==> config.mk <==
export PLATFORM = sky130hd
export DESIGN_NAME = tremor_bandpass_rms_detector_core_flat
export DESIGN_NICKNAME = d
export VERILOG_FILES = /design/src/hw/rtl/tbrd_pkg.sv /design/src/hw/rtl/tbrd_if.sv /design/src/hw/rtl/tbrd_sequencer.sv /design/src/hw/rtl/tbrd_datapath.sv /design/src/hw/rtl/tremor_bandpass_rms_detector_core.sv /design/src/flat_wrapper.sv
export SDC_FILE = /design/constraint.sdc
export NUM_CORES = 2
export LEC_CHECK = 0
export BUFFER_PORTS_ARGS = -buffer_cell sky130_fd_sc_hd__buf_2
export CAP_MARGIN = 20
export CORE_ASPECT_RATIO = 0.6
export CORE_MARGIN = 1
export CORE_UTILIZATION = 66
export DETAILED_ROUTE_END_ITERATION = 6
export GPL_TIMING_DRIVEN = 0
export HOLD_SLACK_MARGIN = 0.12
export PLACE_DENSITY_LB_ADDON = 0.1
export REMOVE_ABC_BUFFERS = 1
export SKIP_LAST_GASP = 1
export SLEW_MARGIN = 15
export SYNTH_ARGS = -nofsm -noshare
export SYNTH_HDL_FRONTEND = slang
export SYNTH_SLANG_ARGS = --single-unit
==> constraint.sdc <==
create_clock -name clock -period 16.7 [get_ports clock]
set_input_delay 2.505 -clock clock [delete_from_list [all_inputs] [get_ports clock]]
set_output_delay 2.505 -clock clock [all_outputs]
set_load 0.05 [all_outputs]
==> src/hw/rtl/tbrd_pkg.sv <==
// Shared types, constants and the control program of the tremor detector.
package tbrd_pkg;

   // Field and register widths.
   localparam int SAMPLE_BITS    = 16;
   localparam int COEF_BITS      = 16;
   localparam int COEF_FRAC_BITS = 14;
   localparam int THR_BITS       = 15;
   localparam int MIN_BITS       = 8;
   localparam int COUNT_BITS     = 16;
   localparam int RUN_BITS       = 8;
   localparam int CSR_INDEX_BITS = 3;
   localparam int CSR_DATA_BITS  = 16;

   // Datapath widths.
   localparam int MUL_A_W = 2 * THR_BITS + 1;
   localparam int MUL_B_W = SAMPLE_BITS + 1;
   localparam int PROD_W  = MUL_A_W + MUL_B_W;
   localparam int ACC_W   = 36;
   localparam int SQ_W    = 2 * SAMPLE_BITS - 1;
   localparam int LIMIT_W = 2 * THR_BITS + COUNT_BITS;

   localparam logic signed [ACC_W-1:0] ROUND_HALF = ACC_W'(2 ** (COEF_FRAC_BITS - 1));
   localparam logic signed [ACC_W-1:0] Y_MAX_WIDE = ACC_W'(2 ** (SAMPLE_BITS - 1) - 1);
   localparam logic signed [ACC_W-1:0] Y_MIN_WIDE = -Y_MAX_WIDE - ACC_W'(1);
   localparam logic signed [SAMPLE_BITS-1:0] SAMPLE_MAX = Y_MAX_WIDE[SAMPLE_BITS-1:0];
   localparam logic signed [SAMPLE_BITS-1:0] SAMPLE_MIN = Y_MIN_WIDE[SAMPLE_BITS-1:0];
   localparam logic [COUNT_BITS-1:0] COUNT_MAX = '1;
   localparam logic [RUN_BITS-1:0]   RUN_MAX   = '1;

   // Register reset values.
   localparam logic signed [COEF_BITS-1:0] RST_COEF_B0 = 16'sd1126;
   localparam logic signed [COEF_BITS-1:0] RST_COEF_A1 = -16'sd26714;
   localparam logic signed [COEF_BITS-1:0] RST_COEF_A2 = 16'sd14131;
   localparam logic [THR_BITS-1:0]         RST_RMS_THR = 15'd410;
   localparam logic [MIN_BITS-1:0]         RST_MIN_SEC = 8'd3;

   typedef enum logic [CSR_INDEX_BITS-1:0] {
      CSR_COEF_B0       = 3'd0,
      CSR_COEF_A1       = 3'd1,
      CSR_COEF_A2       = 3'd2,
      CSR_RMS_THRESHOLD = 3'd3,
      CSR_MIN_SECONDS   = 3'd4
   } csr_index_type;

   typedef enum logic [2:0] {
      MA_B0, MA_A1, MA_A2, MA_THR, MA_THRSQ, MA_YOUT
   } mul_a_sel_type;

   typedef enum logic [2:0] {
      MB_DIFF, MB_YD1, MB_YD2, MB_THR, MB_COUNT, MB_YOUT
   } mul_b_sel_type;

   typedef enum logic [1:0] {
      ACC_HOLD, ACC_LOAD, ACC_SUB
   } acc_op_type;

   typedef enum logic [2:0] {
      C_NEVER, C_ALWAYS, C_NO_REQ, C_TICK, C_MORE_AXES, C_COUNT_ZERO, C_OUT_BUSY
   } cond_type;

   typedef enum logic [4:0] {
      ST_IDLE     = 5'd0,
      ST_DISPATCH = 5'd1,
      ST_MUL_B0   = 5'd2,
      ST_MUL_A1   = 5'd3,
      ST_MUL_A2   = 5'd4,
      ST_ACC_A2   = 5'd5,
      ST_FILT     = 5'd6,
      ST_SQUARE   = 5'd7,
      ST_ENERGY   = 5'd8,
      ST_COUNT    = 5'd9,
      ST_TICK     = 5'd10,
      ST_THR_SQ   = 5'd11,
      ST_LIMIT    = 5'd12,
      ST_JUDGE    = 5'd13,
      ST_EMPTY    = 5'd14,
      ST_EMIT     = 5'd15,
      ST_RETURN   = 5'd16
   } step_type;

   typedef struct packed {
      logic          accept;
      mul_a_sel_type mul_a_sel;
      mul_b_sel_type mul_b_sel;
      logic          mul_en;
      acc_op_type    acc_op;
      logic          filt_wr;
      logic          energy_add;
      logic          axis_step;
      logic          count_inc;
      logic          tick_eval;
      logic          tick_clear;
      logic          emit;
      cond_type      cond;
      step_type      target;
   } ctrl_type;

   typedef struct packed {
      logic req_valid;
      logic is_tick;
      logic more_axes;
      logic count_zero;
      logic out_busy;
   } status_type;

   // The control program: one word per step.
   function automatic ctrl_type ctrl_rom(step_type s);
      ctrl_type w;
      w = '0;
      case (s)
         ST_IDLE: begin
            w.accept = 1'b1;
            w.cond   = C_NO_REQ;
            w.target = ST_IDLE;
         end
         ST_DISPATCH: begin
            w.cond   = C_TICK;
            w.target = ST_TICK;
         end
         ST_MUL_B0: begin
            w.mul_a_sel = MA_B0;
            w.mul_b_sel = MB_DIFF;
            w.mul_en    = 1'b1;
         end
         ST_MUL_A1: begin
            w.acc_op    = ACC_LOAD;
            w.mul_a_sel = MA_A1;
            w.mul_b_sel = MB_YD1;
            w.mul_en    = 1'b1;
         end
         ST_MUL_A2: begin
            w.acc_op    = ACC_SUB;
            w.mul_a_sel = MA_A2;
            w.mul_b_sel = MB_YD2;
            w.mul_en    = 1'b1;
         end
         ST_ACC_A2: begin
            w.acc_op = ACC_SUB;
         end
         ST_FILT: begin
            w.filt_wr = 1'b1;
         end
         ST_SQUARE: begin
            w.mul_a_sel = MA_YOUT;
            w.mul_b_sel = MB_YOUT;
            w.mul_en    = 1'b1;
         end
         ST_ENERGY: begin
            w.energy_add = 1'b1;
            w.axis_step  = 1'b1;
            w.cond       = C_MORE_AXES;
            w.target     = ST_MUL_B0;
         end
         ST_COUNT: begin
            w.count_inc = 1'b1;
            w.cond      = C_ALWAYS;
            w.target    = ST_EMIT;
         end
         ST_TICK: begin
            w.cond   = C_COUNT_ZERO;
            w.target = ST_EMPTY;
         end
         ST_THR_SQ: begin
            w.mul_a_sel = MA_THR;
            w.mul_b_sel = MB_THR;
            w.mul_en    = 1'b1;
         end
         ST_LIMIT: begin
            w.mul_a_sel = MA_THRSQ;
            w.mul_b_sel = MB_COUNT;
            w.mul_en    = 1'b1;
         end
         ST_JUDGE: begin
            w.tick_eval = 1'b1;
            w.cond      = C_ALWAYS;
            w.target    = ST_EMIT;
         end
         ST_EMPTY: begin
            w.tick_clear = 1'b1;
         end
         ST_EMIT: begin
            w.emit   = 1'b1;
            w.cond   = C_OUT_BUSY;
            w.target = ST_EMIT;
         end
         ST_RETURN: begin
            w.cond   = C_ALWAYS;
            w.target = ST_IDLE;
         end
         default: begin
            w.cond   = C_ALWAYS;
            w.target = ST_IDLE;
         end
      endcase
      return w;
   endfunction

endpackage

==> src/hw/rtl/tbrd_if.sv <==
// Handshake interfaces for the request, response and register write channels.
interface tbrd_req_if;
   import tbrd_pkg::*;
   logic                          valid;
   logic                          ready;
   logic                          operation;
   logic signed [SAMPLE_BITS-1:0] accel_x;
   logic signed [SAMPLE_BITS-1:0] accel_y;
   logic signed [SAMPLE_BITS-1:0] accel_z;
   modport source (output valid, operation, accel_x, accel_y, accel_z, input ready);
   modport sink   (input valid, operation, accel_x, accel_y, accel_z, output ready);
endinterface

interface tbrd_rsp_if;
   import tbrd_pkg::*;
   logic                valid;
   logic                ready;
   logic                tremor_active;
   logic [RUN_BITS-1:0] loud_seconds;
   modport source (output valid, tremor_active, loud_seconds, input ready);
   modport sink   (input valid, tremor_active, loud_seconds, output ready);
endinterface

interface tbrd_csr_if;
   import tbrd_pkg::*;
   logic                      valid;
   logic                      ready;
   logic [CSR_INDEX_BITS-1:0] index;
   logic [CSR_DATA_BITS-1:0]  data;
   modport source (output valid, index, data, input ready);
   modport sink   (input valid, index, data, output ready);
endinterface

==> src/hw/rtl/tbrd_sequencer.sv <==
// Step counter and control store that drive the detector datapath.
module tbrd_sequencer (
   input  logic                 clock,
   input  logic                 reset,
   input  tbrd_pkg::status_type status,
   output tbrd_pkg::ctrl_type   ctrl
);
   import tbrd_pkg::*;

   step_type pc_ff;
   step_type pc_in;
   logic     jump;

   assign ctrl = ctrl_rom(pc_ff);

   always_comb begin
      case (ctrl.cond)
         C_NEVER:      jump = 1'b0;
         C_ALWAYS:     jump = 1'b1;
         C_NO_REQ:     jump = !status.req_valid;
         C_TICK:       jump = status.is_tick;
         C_MORE_AXES:  jump = status.more_axes;
         C_COUNT_ZERO: jump = status.count_zero;
         C_OUT_BUSY:   jump = status.out_busy;
         default:      jump = 1'b1;
      endcase
      pc_in = jump ? ctrl.target : step_type'(pc_ff + 1'b1);
   end

   always_ff @(posedge clock) begin
      if (reset) begin
         pc_ff <= ST_IDLE;
      end else begin
         pc_ff <= pc_in;
      end
   end

endmodule

==> src/hw/rtl/tbrd_datapath.sv <==
// Shared multiplier, filter accumulator, delay lines, energy and run registers.
module tbrd_datapath #(
   parameter int ENERGY_BITS = 48,
   parameter int AXES        = 3
) (
   input  logic                                  clock,
   input  logic                                  reset,
   input  tbrd_pkg::ctrl_type                    ctrl,
   input  logic                                  req_valid,
   input  logic                                  req_operation,
   input  logic signed [tbrd_pkg::SAMPLE_BITS-1:0] req_accel_x,
   input  logic signed [tbrd_pkg::SAMPLE_BITS-1:0] req_accel_y,
   input  logic signed [tbrd_pkg::SAMPLE_BITS-1:0] req_accel_z,
   input  logic                                  csr_valid,
   input  logic [tbrd_pkg::CSR_INDEX_BITS-1:0]   csr_index,
   input  logic [tbrd_pkg::CSR_DATA_BITS-1:0]    csr_data,
   input  logic                                  rsp_ready,
   output logic                                  rsp_valid,
   output logic                                  rsp_tremor_active,
   output logic [tbrd_pkg::RUN_BITS-1:0]         rsp_loud_seconds,
   output tbrd_pkg::status_type                  status
);
   import tbrd_pkg::*;

   localparam int AXIS_W = (AXES > 1) ? $clog2(AXES) : 1;
   localparam logic [AXIS_W-1:0] LAST_AXIS = AXIS_W'(AXES - 1);
   localparam int CMP_W = (ENERGY_BITS > LIMIT_W) ? ENERGY_BITS : LIMIT_W;

   // Configuration registers.
   logic signed [COEF_BITS-1:0] coef_b0_ff, coef_a1_ff, coef_a2_ff;
   logic [THR_BITS-1:0]         thr_ff;
   logic [MIN_BITS-1:0]         min_sec_ff;

   // Item and filter state.
   logic                          op_ff;
   logic signed [SAMPLE_BITS-1:0] x_ff   [AXES];
   logic signed [SAMPLE_BITS-1:0] xd1_ff [AXES];
   logic signed [SAMPLE_BITS-1:0] xd2_ff [AXES];
   logic signed [SAMPLE_BITS-1:0] yd1_ff [AXES];
   logic signed [SAMPLE_BITS-1:0] yd2_ff [AXES];
   logic signed [SAMPLE_BITS-1:0] req_axis [3];
   logic [AXIS_W-1:0]             axis_ff, axis_in;

   logic signed [PROD_W-1:0]      prod_ff, prod_in;
   logic signed [ACC_W-1:0]       acc_ff, acc_in;
   logic signed [SAMPLE_BITS-1:0] y_ff, y_in;
   logic [ENERGY_BITS-1:0]        energy_ff, energy_in;
   logic [COUNT_BITS-1:0]         count_ff, count_in;
   logic [RUN_BITS-1:0]           run_ff, run_in;
   logic                          latched_ff, latched_in;
   logic                          rsp_valid_ff, rsp_valid_in;
   logic                          active_out_ff;
   logic [RUN_BITS-1:0]           loud_out_ff;

   logic signed [MUL_A_W-1:0] mul_a;
   logic signed [MUL_B_W-1:0] mul_b;
   logic signed [ACC_W-1:0]   rnd, shifted;
   logic [ENERGY_BITS:0]      energy_sum;
   logic [RUN_BITS-1:0]       run_loud;
   logic                      loud;
   logic                      accept;
   logic                      emit_fire;

   assign accept    = ctrl.accept && req_valid;
   assign emit_fire = ctrl.emit && !status.out_busy;

   assign req_axis[0] = req_accel_x;
   assign req_axis[1] = req_accel_y;
   assign req_axis[2] = req_accel_z;

   assign status.req_valid  = req_valid;
   assign status.is_tick    = op_ff;
   assign status.more_axes  = (axis_ff != LAST_AXIS);
   assign status.count_zero = (count_ff == '0);
   assign status.out_busy   = rsp_valid_ff && !rsp_ready;

   assign rsp_valid         = rsp_valid_ff;
   assign rsp_tremor_active = active_out_ff;
   assign rsp_loud_seconds  = loud_out_ff;

   // Operand selection for the shared multiplier.
   always_comb begin
      case (ctrl.mul_a_sel)
         MA_B0:    mul_a = MUL_A_W'(coef_b0_ff);
         MA_A1:    mul_a = MUL_A_W'(coef_a1_ff);
         MA_A2:    mul_a = MUL_A_W'(coef_a2_ff);
         MA_THR:   mul_a = MUL_A_W'(thr_ff);
         MA_THRSQ: mul_a = MUL_A_W'(prod_ff[2*THR_BITS-1:0]);
         MA_YOUT:  mul_a = MUL_A_W'(y_ff);
         default:  mul_a = '0;
      endcase
      case (ctrl.mul_b_sel)
         MB_DIFF:  mul_b = MUL_B_W'(x_ff[axis_ff]) - MUL_B_W'(xd2_ff[axis_ff]);
         MB_YD1:   mul_b = MUL_B_W'(yd1_ff[axis_ff]);
         MB_YD2:   mul_b = MUL_B_W'(yd2_ff[axis_ff]);
         MB_THR:   mul_b = MUL_B_W'(thr_ff);
         MB_COUNT: mul_b = MUL_B_W'(count_ff);
         MB_YOUT:  mul_b = MUL_B_W'(y_ff);
         default:  mul_b = '0;
      endcase
   end

   always_comb begin
      prod_in = ctrl.mul_en ? mul_a * mul_b : prod_ff;

      case (ctrl.acc_op)
         ACC_HOLD: acc_in = acc_ff;
         ACC_LOAD: acc_in = $signed(prod_ff[ACC_W-1:0]);
         ACC_SUB:  acc_in = acc_ff - $signed(prod_ff[ACC_W-1:0]);
         default:  acc_in = acc_ff;
      endcase

      // Round half up, floor shift, then clamp to the sample range.
      rnd     = acc_ff + ROUND_HALF;
      shifted = rnd >>> COEF_FRAC_BITS;
      if (shifted > Y_MAX_WIDE) begin
         y_in = SAMPLE_MAX;
      end else if (shifted < Y_MIN_WIDE) begin
         y_in = SAMPLE_MIN;
      end else begin
         y_in = shifted[SAMPLE_BITS-1:0];
      end
      if (!ctrl.filt_wr) begin
         y_in = y_ff;
      end

      axis_in = axis_ff;
      if (accept) begin
         axis_in = '0;
      end else if (ctrl.axis_step) begin
         axis_in = status.more_axes ? axis_ff + 1'b1 : '0;
      end

      energy_sum = {1'b0, energy_ff} + (ENERGY_BITS + 1)'(prod_ff[SQ_W-1:0]);
      loud = CMP_W'(energy_ff) > CMP_W'(prod_ff[LIMIT_W-1:0]);
      run_loud = (run_ff == RUN_MAX) ? run_ff : run_ff + 1'b1;

      energy_in  = energy_ff;
      count_in   = count_ff;
      run_in     = run_ff;
      latched_in = latched_ff;
      if (ctrl.energy_add) begin
         energy_in = energy_sum[ENERGY_BITS] ? '1 : energy_sum[ENERGY_BITS-1:0];
      end
      if (ctrl.count_inc && count_ff != COUNT_MAX) begin
         count_in = count_ff + 1'b1;
      end
      if (ctrl.tick_eval) begin
         run_in     = loud ? run_loud : '0;
         latched_in = (run_in >= min_sec_ff);
         energy_in  = '0;
         count_in   = '0;
      end
      if (ctrl.tick_clear) begin
         run_in     = '0;
         latched_in = 1'b0;
      end

      if (emit_fire) begin
         rsp_valid_in = 1'b1;
      end else if (rsp_ready) begin
         rsp_valid_in = 1'b0;
      end else begin
         rsp_valid_in = rsp_valid_ff;
      end
   end

   // Configuration writes.
   always_ff @(posedge clock) begin
      if (reset) begin
         coef_b0_ff <= RST_COEF_B0;
         coef_a1_ff <= RST_COEF_A1;
         coef_a2_ff <= RST_COEF_A2;
         thr_ff     <= RST_RMS_THR;
         min_sec_ff <= RST_MIN_SEC;
      end else if (csr_valid) begin
         case (csr_index_type'(csr_index))
            CSR_COEF_B0:       coef_b0_ff <= $signed(csr_data[COEF_BITS-1:0]);
            CSR_COEF_A1:       coef_a1_ff <= $signed(csr_data[COEF_BITS-1:0]);
            CSR_COEF_A2:       coef_a2_ff <= $signed(csr_data[COEF_BITS-1:0]);
            CSR_RMS_THRESHOLD: thr_ff     <= csr_data[THR_BITS-1:0];
            CSR_MIN_SECONDS:   min_sec_ff <= csr_data[MIN_BITS-1:0];
            default: ;
         endcase
      end
   end

   // Payload registers without reset.
   always_ff @(posedge clock) begin
      prod_ff <= prod_in;
      acc_ff  <= acc_in;
      y_ff    <= y_in;
      if (accept) begin
         op_ff <= req_operation;
         for (int i = 0; i < AXES; i++) begin
            x_ff[i] <= req_axis[i];
         end
      end
      if (emit_fire) begin
         active_out_ff <= latched_ff;
         loud_out_ff   <= run_ff;
      end
   end

   // Filter and detector state.
   always_ff @(posedge clock) begin
      if (reset) begin
         for (int i = 0; i < AXES; i++) begin
            xd1_ff[i] <= '0;
            xd2_ff[i] <= '0;
            yd1_ff[i] <= '0;
            yd2_ff[i] <= '0;
         end
         axis_ff      <= '0;
         energy_ff    <= '0;
         count_ff     <= '0;
         run_ff       <= '0;
         latched_ff   <= 1'b0;
         rsp_valid_ff <= 1'b0;
      end else begin
         if (ctrl.filt_wr) begin
            xd2_ff[axis_ff] <= xd1_ff[axis_ff];
            xd1_ff[axis_ff] <= x_ff[axis_ff];
            yd2_ff[axis_ff] <= yd1_ff[axis_ff];
            yd1_ff[axis_ff] <= y_in;
         end
         axis_ff      <= axis_in;
         energy_ff    <= energy_in;
         count_ff     <= count_in;
         run_ff       <= run_in;
         latched_ff   <= latched_in;
         rsp_valid_ff <= rsp_valid_in;
      end
   end

endmodule

==> src/hw/rtl/tremor_bandpass_rms_detector_core.sv <==
// Top level of the tremor detector: channels, sequencer and datapath.
//
// Requests arrive on req_chan. A sample request (operation = 0) carries three
// accelerometer axes; each axis runs through a band-pass biquad and the squared
// outputs add to a per-second energy sum. A tick request (operation = 1)
// closes the second, compares the energy against threshold squared times the
// sample count and updates the run of loud seconds and the active latch.
// Every request yields exactly one response on rsp_chan with the latch and
// the current run length.
// Registers are written on csr_chan, which is ready whenever reset is low;
// write them only while no request is in flight.
// Control: one request is handled at a time by a microcoded sequencer around a
// single shared multiplier. A sample takes seven steps per axis; its response
// is registered after the last axis, and the next request is taken only after
// the response is emitted. A tick squares the threshold, scales it by the
// sample count and judges the second; an empty second skips these steps and
// only clears the run and the latch.
// A response that is not taken holds in the output register; the sequencer
// waits on its emit step until the register is free, then returns to idle.
// Synchronous reset restores the register defaults and clears all filter,
// energy, count and run state; neither input channel is ready during reset.
module tremor_bandpass_rms_detector_core #(
   parameter int ENERGY_BITS = 48,
   parameter int AXES        = 3
) (
   input logic        clock,
   input logic        reset,
   tbrd_req_if.sink   req_chan,
   tbrd_rsp_if.source rsp_chan,
   tbrd_csr_if.sink   csr_chan
);
   import tbrd_pkg::*;

   ctrl_type   ctrl;
   status_type status;

   // A request is taken only on the idle step of the program, outside reset.
   assign req_chan.ready = ctrl.accept && !reset;
   // Register writes are taken whenever reset is low.
   assign csr_chan.ready = !reset;

   tbrd_sequencer u_sequencer (
      .clock  (clock),
      .reset  (reset),
      .status (status),
      .ctrl   (ctrl)
   );

   tbrd_datapath #(
      .ENERGY_BITS (ENERGY_BITS),
      .AXES        (AXES)
   ) u_datapath (
      .clock             (clock),
      .reset             (reset),
      .ctrl              (ctrl),
      .req_valid         (req_chan.valid),
      .req_operation     (req_chan.operation),
      .req_accel_x       (req_chan.accel_x),
      .req_accel_y       (req_chan.accel_y),
      .req_accel_z       (req_chan.accel_z),
      .csr_valid         (csr_chan.valid),
      .csr_index         (csr_chan.index),
      .csr_data          (csr_chan.data),
      .rsp_ready         (rsp_chan.ready),
      .rsp_valid         (rsp_chan.valid),
      .rsp_tremor_active (rsp_chan.tremor_active),
      .rsp_loud_seconds  (rsp_chan.loud_seconds),
      .status            (status)
   );

endmodule
==> src/flat_wrapper.sv <==
// flat-port wrapper written by rule: the top's interface ports become plain ports
module tremor_bandpass_rms_detector_core_flat import tbrd_pkg::*;
#(
   parameter int ENERGY_BITS = 48,
   parameter int AXES        = 3
)
  (clock, reset, req_chan_valid, req_chan_operation, req_chan_accel_x, req_chan_accel_y, req_chan_accel_z, req_chan_ready, rsp_chan_valid, rsp_chan_tremor_active, rsp_chan_loud_seconds, rsp_chan_ready, csr_chan_valid, csr_chan_index, csr_chan_data, csr_chan_ready);
  tbrd_req_if req_chan_i ();
  tbrd_rsp_if rsp_chan_i ();
  tbrd_csr_if csr_chan_i ();
  input logic clock;
  input logic reset;
  input wire logic [$bits(req_chan_i.valid)-1:0] req_chan_valid;
  input wire logic [$bits(req_chan_i.operation)-1:0] req_chan_operation;
  input wire logic [$bits(req_chan_i.accel_x)-1:0] req_chan_accel_x;
  input wire logic [$bits(req_chan_i.accel_y)-1:0] req_chan_accel_y;
  input wire logic [$bits(req_chan_i.accel_z)-1:0] req_chan_accel_z;
  output wire logic [$bits(req_chan_i.ready)-1:0] req_chan_ready;
  output wire logic [$bits(rsp_chan_i.valid)-1:0] rsp_chan_valid;
  output wire logic [$bits(rsp_chan_i.tremor_active)-1:0] rsp_chan_tremor_active;
  output wire logic [$bits(rsp_chan_i.loud_seconds)-1:0] rsp_chan_loud_seconds;
  input wire logic [$bits(rsp_chan_i.ready)-1:0] rsp_chan_ready;
  input wire logic [$bits(csr_chan_i.valid)-1:0] csr_chan_valid;
  input wire logic [$bits(csr_chan_i.index)-1:0] csr_chan_index;
  input wire logic [$bits(csr_chan_i.data)-1:0] csr_chan_data;
  output wire logic [$bits(csr_chan_i.ready)-1:0] csr_chan_ready;
  assign req_chan_i.valid = req_chan_valid;
  assign req_chan_i.operation = req_chan_operation;
  assign req_chan_i.accel_x = req_chan_accel_x;
  assign req_chan_i.accel_y = req_chan_accel_y;
  assign req_chan_i.accel_z = req_chan_accel_z;
  assign req_chan_ready = req_chan_i.ready;
  assign rsp_chan_valid = rsp_chan_i.valid;
  assign rsp_chan_tremor_active = rsp_chan_i.tremor_active;
  assign rsp_chan_loud_seconds = rsp_chan_i.loud_seconds;
  assign rsp_chan_i.ready = rsp_chan_ready;
  assign csr_chan_i.valid = csr_chan_valid;
  assign csr_chan_i.index = csr_chan_index;
  assign csr_chan_i.data = csr_chan_data;
  assign csr_chan_ready = csr_chan_i.ready;
  tremor_bandpass_rms_detector_core #(.ENERGY_BITS(ENERGY_BITS), .AXES(AXES)) u_core (.clock(clock), .reset(reset), .req_chan(req_chan_i), .rsp_chan(rsp_chan_i), .csr_chan(csr_chan_i));
endmodule
* Word level (Yosys, flattened, before mapping)
Memories as Yosys holds them, arrays and structs flattened. A register that Yosys moved wholly into a read port is not among the register bits.
Index checks and enable logic that the tools add are counted.
** Word-level totals
- Register bits after elaboration :: 260
- Bits in writable memories :: 240
- Input port bits :: 73
- Output and inout bits :: 12
- Logic and storage cells :: 160
- Memories kept :: 5
** Memory list
- u_core.u_datapath.x_ff :: depth 3, width 16, rd ports 1, clocked after memory_dff 1, wr ports 3, RTL line tbrd_datapath.sv:36 : logic signed [SAMPLE_BITS-1:0] x_ff [AXES];
- u_core.u_datapath.xd1_ff :: depth 3, width 16, rd ports 1, clocked after memory_dff 1, wr ports 3, RTL line tbrd_datapath.sv:37 : logic signed [SAMPLE_BITS-1:0] xd1_ff [AXES];
- u_core.u_datapath.xd2_ff :: depth 3, width 16, rd ports 1, clocked after memory_dff 1, wr ports 3, RTL line tbrd_datapath.sv:38 : logic signed [SAMPLE_BITS-1:0] xd2_ff [AXES];
- u_core.u_datapath.yd1_ff :: depth 3, width 16, rd ports 1, clocked after memory_dff 1, wr ports 3, RTL line tbrd_datapath.sv:39 : logic signed [SAMPLE_BITS-1:0] yd1_ff [AXES];
- u_core.u_datapath.yd2_ff :: depth 3, width 16, rd ports 1, clocked after memory_dff 1, wr ports 3, RTL line tbrd_datapath.sv:40 : logic signed [SAMPLE_BITS-1:0] yd2_ff [AXES];
** Operators by class
- $add $sub $neg :: 8
- Multipliers :: 1
- Magnitude comparators :: 4
- Eq/ne operators :: 39
- Muxes and demuxes :: 53
- Reduce and logical (&&, ||, !) cells :: 32
** Operators by type and width (number)
- case mux 31 bit (6 select lines) :: 1
- two-way mux 16 bit :: 7
- case mux 17 bit (6 select lines) :: 1
- case mux 36 bit (2 select lines) :: 1
- OR reduction 16 bit :: 4
- case mux 8 bit (7 select lines) :: 1
- adder 48 x 31 -> 49 bit :: 1
- greater-than comparator 48 x 46 -> 1 bit :: 1
- two-way mux 48 bit :: 1
- multiplier 31 x 17 -> 46 bit :: 1
- case mux 7 bit (6 select lines) :: 1
- == test 5 x 4 -> 1 bit, second input constant :: 8
- adder 36 x 15 -> 36 bit, second input constant :: 1
- subtractor 36 bit :: 1
- two-way mux 2 bit :: 16
- == test 3 x 2 -> 1 bit, second input constant :: 8
- == test 3 bit, second input constant :: 8
- greater-than comparator 22 x 16 -> 1 bit, second input constant :: 1
- less-than comparator 22 x 16 -> 1 bit, second input constant :: 1
- == test 5 x 3 -> 1 bit, second input constant :: 4
- two-way mux 1 bit :: 19
- subtractor 16 x 16 -> 17 bit :: 1
- adder 16 x 1 -> 16 bit, second input constant :: 1
- zero test 16 bit :: 1
- 24 further kinds :: 47

* Logic depth before layout (Yosys ltp)
- Word-level depth :: 7
- Depth in mapped cells :: 46
- Mapped depth without buffers :: 39

* Cells and area by module
From an unflattened synthesis, not the netlist that was laid out.
** Second synthesis, totals
- Cells, all modules :: 4835
- Area, all modules :: 47384.2 µm²
** Modules (own cells, without submodules)
- tbrd_datapath :: instances 1, cells an instance 4737, area an instance 46565.9 µm², sequential area each 15194.6 µm²
- tbrd_sequencer :: instances 1, cells an instance 96, area an instance 808.3 µm², sequential area each 100.1 µm²
- tremor_bandpass_rms_detector_core :: instances 1, cells an instance 2, area an instance 10.0 µm², sequential area each 0.0 µm²

* Least setup slack after synthesis
Ideal clock, no wire load.
- Kind :: reg-to-reg
- Start point :: register with a tool-made name
- End point :: register u_core.u_datapath.prod_ff[42] (data pin)
- Setup time :: 0.260 ns
- Arrival time :: 10.699 ns
- Data required time :: 16.440 ns
- Slack :: 5.741 ns
- Stages on the path, launching flop included :: 43
- Buffers on the path :: 6
- Clock period less this slack :: 10.959 ns
- Cells stage by stage :: dfxtp_1 clkbuf_1 buf_2 buf_2 buf_2 buf_2 mux2i_1 nor2_1 a21oi_1 inv_1 ha_1 nor2b_1 o31a_1 o41ai_1 a21oi_1 a31o_2 a21o_1 a21oi_1 (+7 left out) fa_1 fa_1 fa_1 fa_1 inv_1 fa_1 inv_1 ha_1 a21o_1 a21oi_1 o21ai_0 a311oi_1 nor2_1 o311a_1 a311o_1 a2111o_1 o21ai_1 xnor2_1
** RTL lines
- end signal, assigned :: RTL line tbrd_datapath.sv:190 : prod_ff <= prod_in;
- end, declared :: RTL line tbrd_datapath.sv:44 : logic signed [PROD_W-1:0] prod_ff, prod_in;

==> reports/results.tsv <==
metric	value	unit
Starting Density	0.675	
WL per Instance	23.9	um
core area	0.0688	sq mm
CP startpoint kind	flip-flop	
period utilization	0.725	
failing checks	design-rule violations	
vias post-DR	36191	
pre-CTS WS	4.52	ns
die height	207	um
final net count	5576	
asr flop ratio synth	0	
Vias/cell	6.34	
Final min period	12.11	ns
Synth top cells by count	730 x inv_1, 559 x nand2_1, 495 x fa_1, 492 x nor2_1, 396 x edfxtp_1	
final slew viol count	0	
vias in the first global route	34870	
# hold bufs at CTS	0	
initial antenna violation count	1	
Resize count post-CTS	0	
Worst-Margin Slew	1.19	ns
Root Buffer	clkbuf_16	
Worst Setup End Kind	flip-flop	
# diodes	0	
Clock Path Buffers	3	
Clock transition at path regs	0.07	ns
fillcell total	4778	
Finished Layout Cells	5710	
Syn Area/Cell	9.76	sq um
Post-DP Area	0.0486	sq mm
Area Overhead vs Synth	8.91	%
register area share after synthesis	0.329	
area occupied by multi-input gates	0.0279	sq mm
CTS H-tree lvls	2	
crit path max-delay cell type	a21oi_1	
final setup TNS	0	ns
most common cell in the netlist	inv_1	
gpl congestion	0.994	
Hold Crit Class	reg2reg	
critical path data required time	17.11	ns
CTS tree	done	
Final Setup Violations	0	
final wirelength	137	mm
CTS Buf Count	54	
I/O Pins	85	
placed insts	5605	
gr ovfl total	0	
global-route wire length before repair	208	mm
Post-Syn Area	0.0464	sq mm
largest net degree at the start of global routing	54	
final non-filler cell area	0.0506	sq mm
Initial DRC Count	5011	
DR pass1 iterations	7	
die width	344	um
Port Buffers	84	
relative slew slack	0.204	
cell row count	74	
gr usage total	0.387	
RSZ-0062 raised after global routing	no	
Cells after Synth	4757	
top-area cell type share of the netlist area	0.256	
cell accounting for the most synthesized area	edfxtp_1	
count of final hold-check violations	0	
crit path max fanout	48	
synth top area cells	edfxtp_1 26%, fa_1 21%, dfxtp_1 7.3%	
crit path DAT	12.52	ns
clk_skew	0.0400	ns
CTS sink count	566	
Synth Register Bits	566	
Post-CTS Setup Repair Bufs	0	
CP Class	reg2reg	
Netlist cell types	83	
dominant synthesized flop cell	edfxtp_1	
max_cap viols	0	
f_max	82.6	MHz
outcome	finished with violations	
DRT antenna net count	0	
worst setup margin	4.59	ns
Skew-Pair Late Insertion Delay	0.65	ns
Max stage delay on crit path	0.85	ns
die area	0.0715	sq mm
dpl hpwl	103	mm
register area	0.0153	sq mm
DRC viols	4	
Post-synth EDFFs	396	
YS warnings	0	
share of layout cells above drive strength 1	0.0779	
-- worst max-delay path: cells and delay by family, from the launching register on --
kind / cells / cell delay [ns]
buf+inv: 4 / 0.36
compound gates: 15 / 4.48
flops: 1 / 0.82
simple gates: 6 / 1.42
fa+ha+maj: 8 / 4.12
xor+xnor: 3 / 0.62
-- flip-flops by register name, summed over array words and instances (netlist names), 15 cells and up, named ones only --
register                      flops
u_core.u_datapath.xd2_ff         64
u_core.u_datapath.xd1_ff         64
u_core.u_datapath.thr_ff         15
u_core.u_datapath.yd1_ff         64
u_core.u_datapath.y_ff           16
u_core.u_datapath.coef_b0_ff     16
u_core.u_datapath.energy_ff      48
u_core.u_datapath.coef_a1_ff     16
u_core.u_datapath.x_ff           48
u_core.u_datapath.prod_ff        46
u_core.u_datapath.yd2_ff         64
u_core.u_datapath.coef_a2_ff     16
u_core.u_datapath.count_ff       16
u_core.u_datapath.acc_ff         36
-- through the flow --
step	utilization	hold WS [ns]
2_1_floorplan	-	0.403
4_1_cts	0.735	0.431
3_5_place_dp	0.706	0.415
5_1_grt	0.735	0.442
6_report	0.735	0.434
3_3_place_gp	0.686	0.412
-- path summary, 6_finish.rpt --
| path | start | end | slack [ns] | cells after the start |
|---|---|---|---|---|
| setup / recovery | flip-flop | u_core.u_datapath.prod_ff[45] | 4.59 | 36 |
| hold / removal | u_core.u_datapath.latched_ff | u_core.u_datapath.rsp_tremor_active | 0.43 | 0 |
| setup reg to reg | flip-flop | u_core.u_datapath.prod_ff[45] | 4.59 | 36 |
| hold reg to reg | u_core.u_datapath.latched_ff | u_core.u_datapath.rsp_tremor_active | 0.43 | 0 |
-- routing by layer --
| metal | wire length, um | vias to the layer above | track usage |
|---|---|---|---|
| li1 | - | 15742 | - |
| met3 | 22300 | 287 | 0.148 |
| met4 | 5020 | 0 | 0.131 |
| met1 | 54700 | 17657 | 0.573 |
| met5 | 0 | - | 0 |
| met2 | 54600 | 2505 | 0.521 |
-- area by class of cell --
type                            instances  area share
Multi-Input combinational cell       3254       0.552
Sequential cell                       566       0.302
Inverter                              732      0.0543
Clock buffer                           70      0.0310
Timing Repair Buffer                  144      0.0298
Tap cell                              912      0.0226
Clock inverter                         32     0.00764
-- cells in the final DEF, fill, tap and decap left out, drive strengths merged, types with 8 or more instances in the layout --
| cell type | n |
|---|---|
| clkinv | 19 |
| ha | 256 |
| o21a | 22 |
| nand2b | 30 |
| a222oi | 15 |
| mux2i | 22 |
| a21o | 61 |
| nor4 | 16 |
| mux4 | 64 |
| o21ai | 153 |
| nand3 | 92 |
| or3 | 15 |
| nor2 | 492 |
| nor3 | 44 |
| fa | 495 |
| nor2b | 35 |
| buf | 144 |
| xor2 | 36 |
| nand2 | 559 |
| dfxtp | 170 |
| o211ai | 22 |
| a21oi | 252 |
| o21bai | 26 |
| inv | 735 |
| a31o | 8 |
| and3 | 105 |
| clkbuf | 70 |
| a22oi | 30 |
| or2 | 14 |
| a211oi | 16 |
| a31oi | 39 |
| xnor2 | 120 |
| edfxtp | 396 |
| and2 | 70 |
| o2111ai | 11 |
| nand4 | 34 |
-- kinds of logic after synthesis --
group,count (synthesis),share of synthesized area
multiplexers,87,0.0360
AND/OR/NAND/NOR,1528,0.146
flip-flops,566,0.329
XOR/XNOR,156,0.0294
adder cells (fa/ha/maj),751,0.282
buffers and inverters,937,0.0761
AO/OA/AOI/OAI,732,0.100
Power is left out: the tool's default activity adds up to more than one toggle a clock period on the data nets, which glitch-free logic cannot reach.
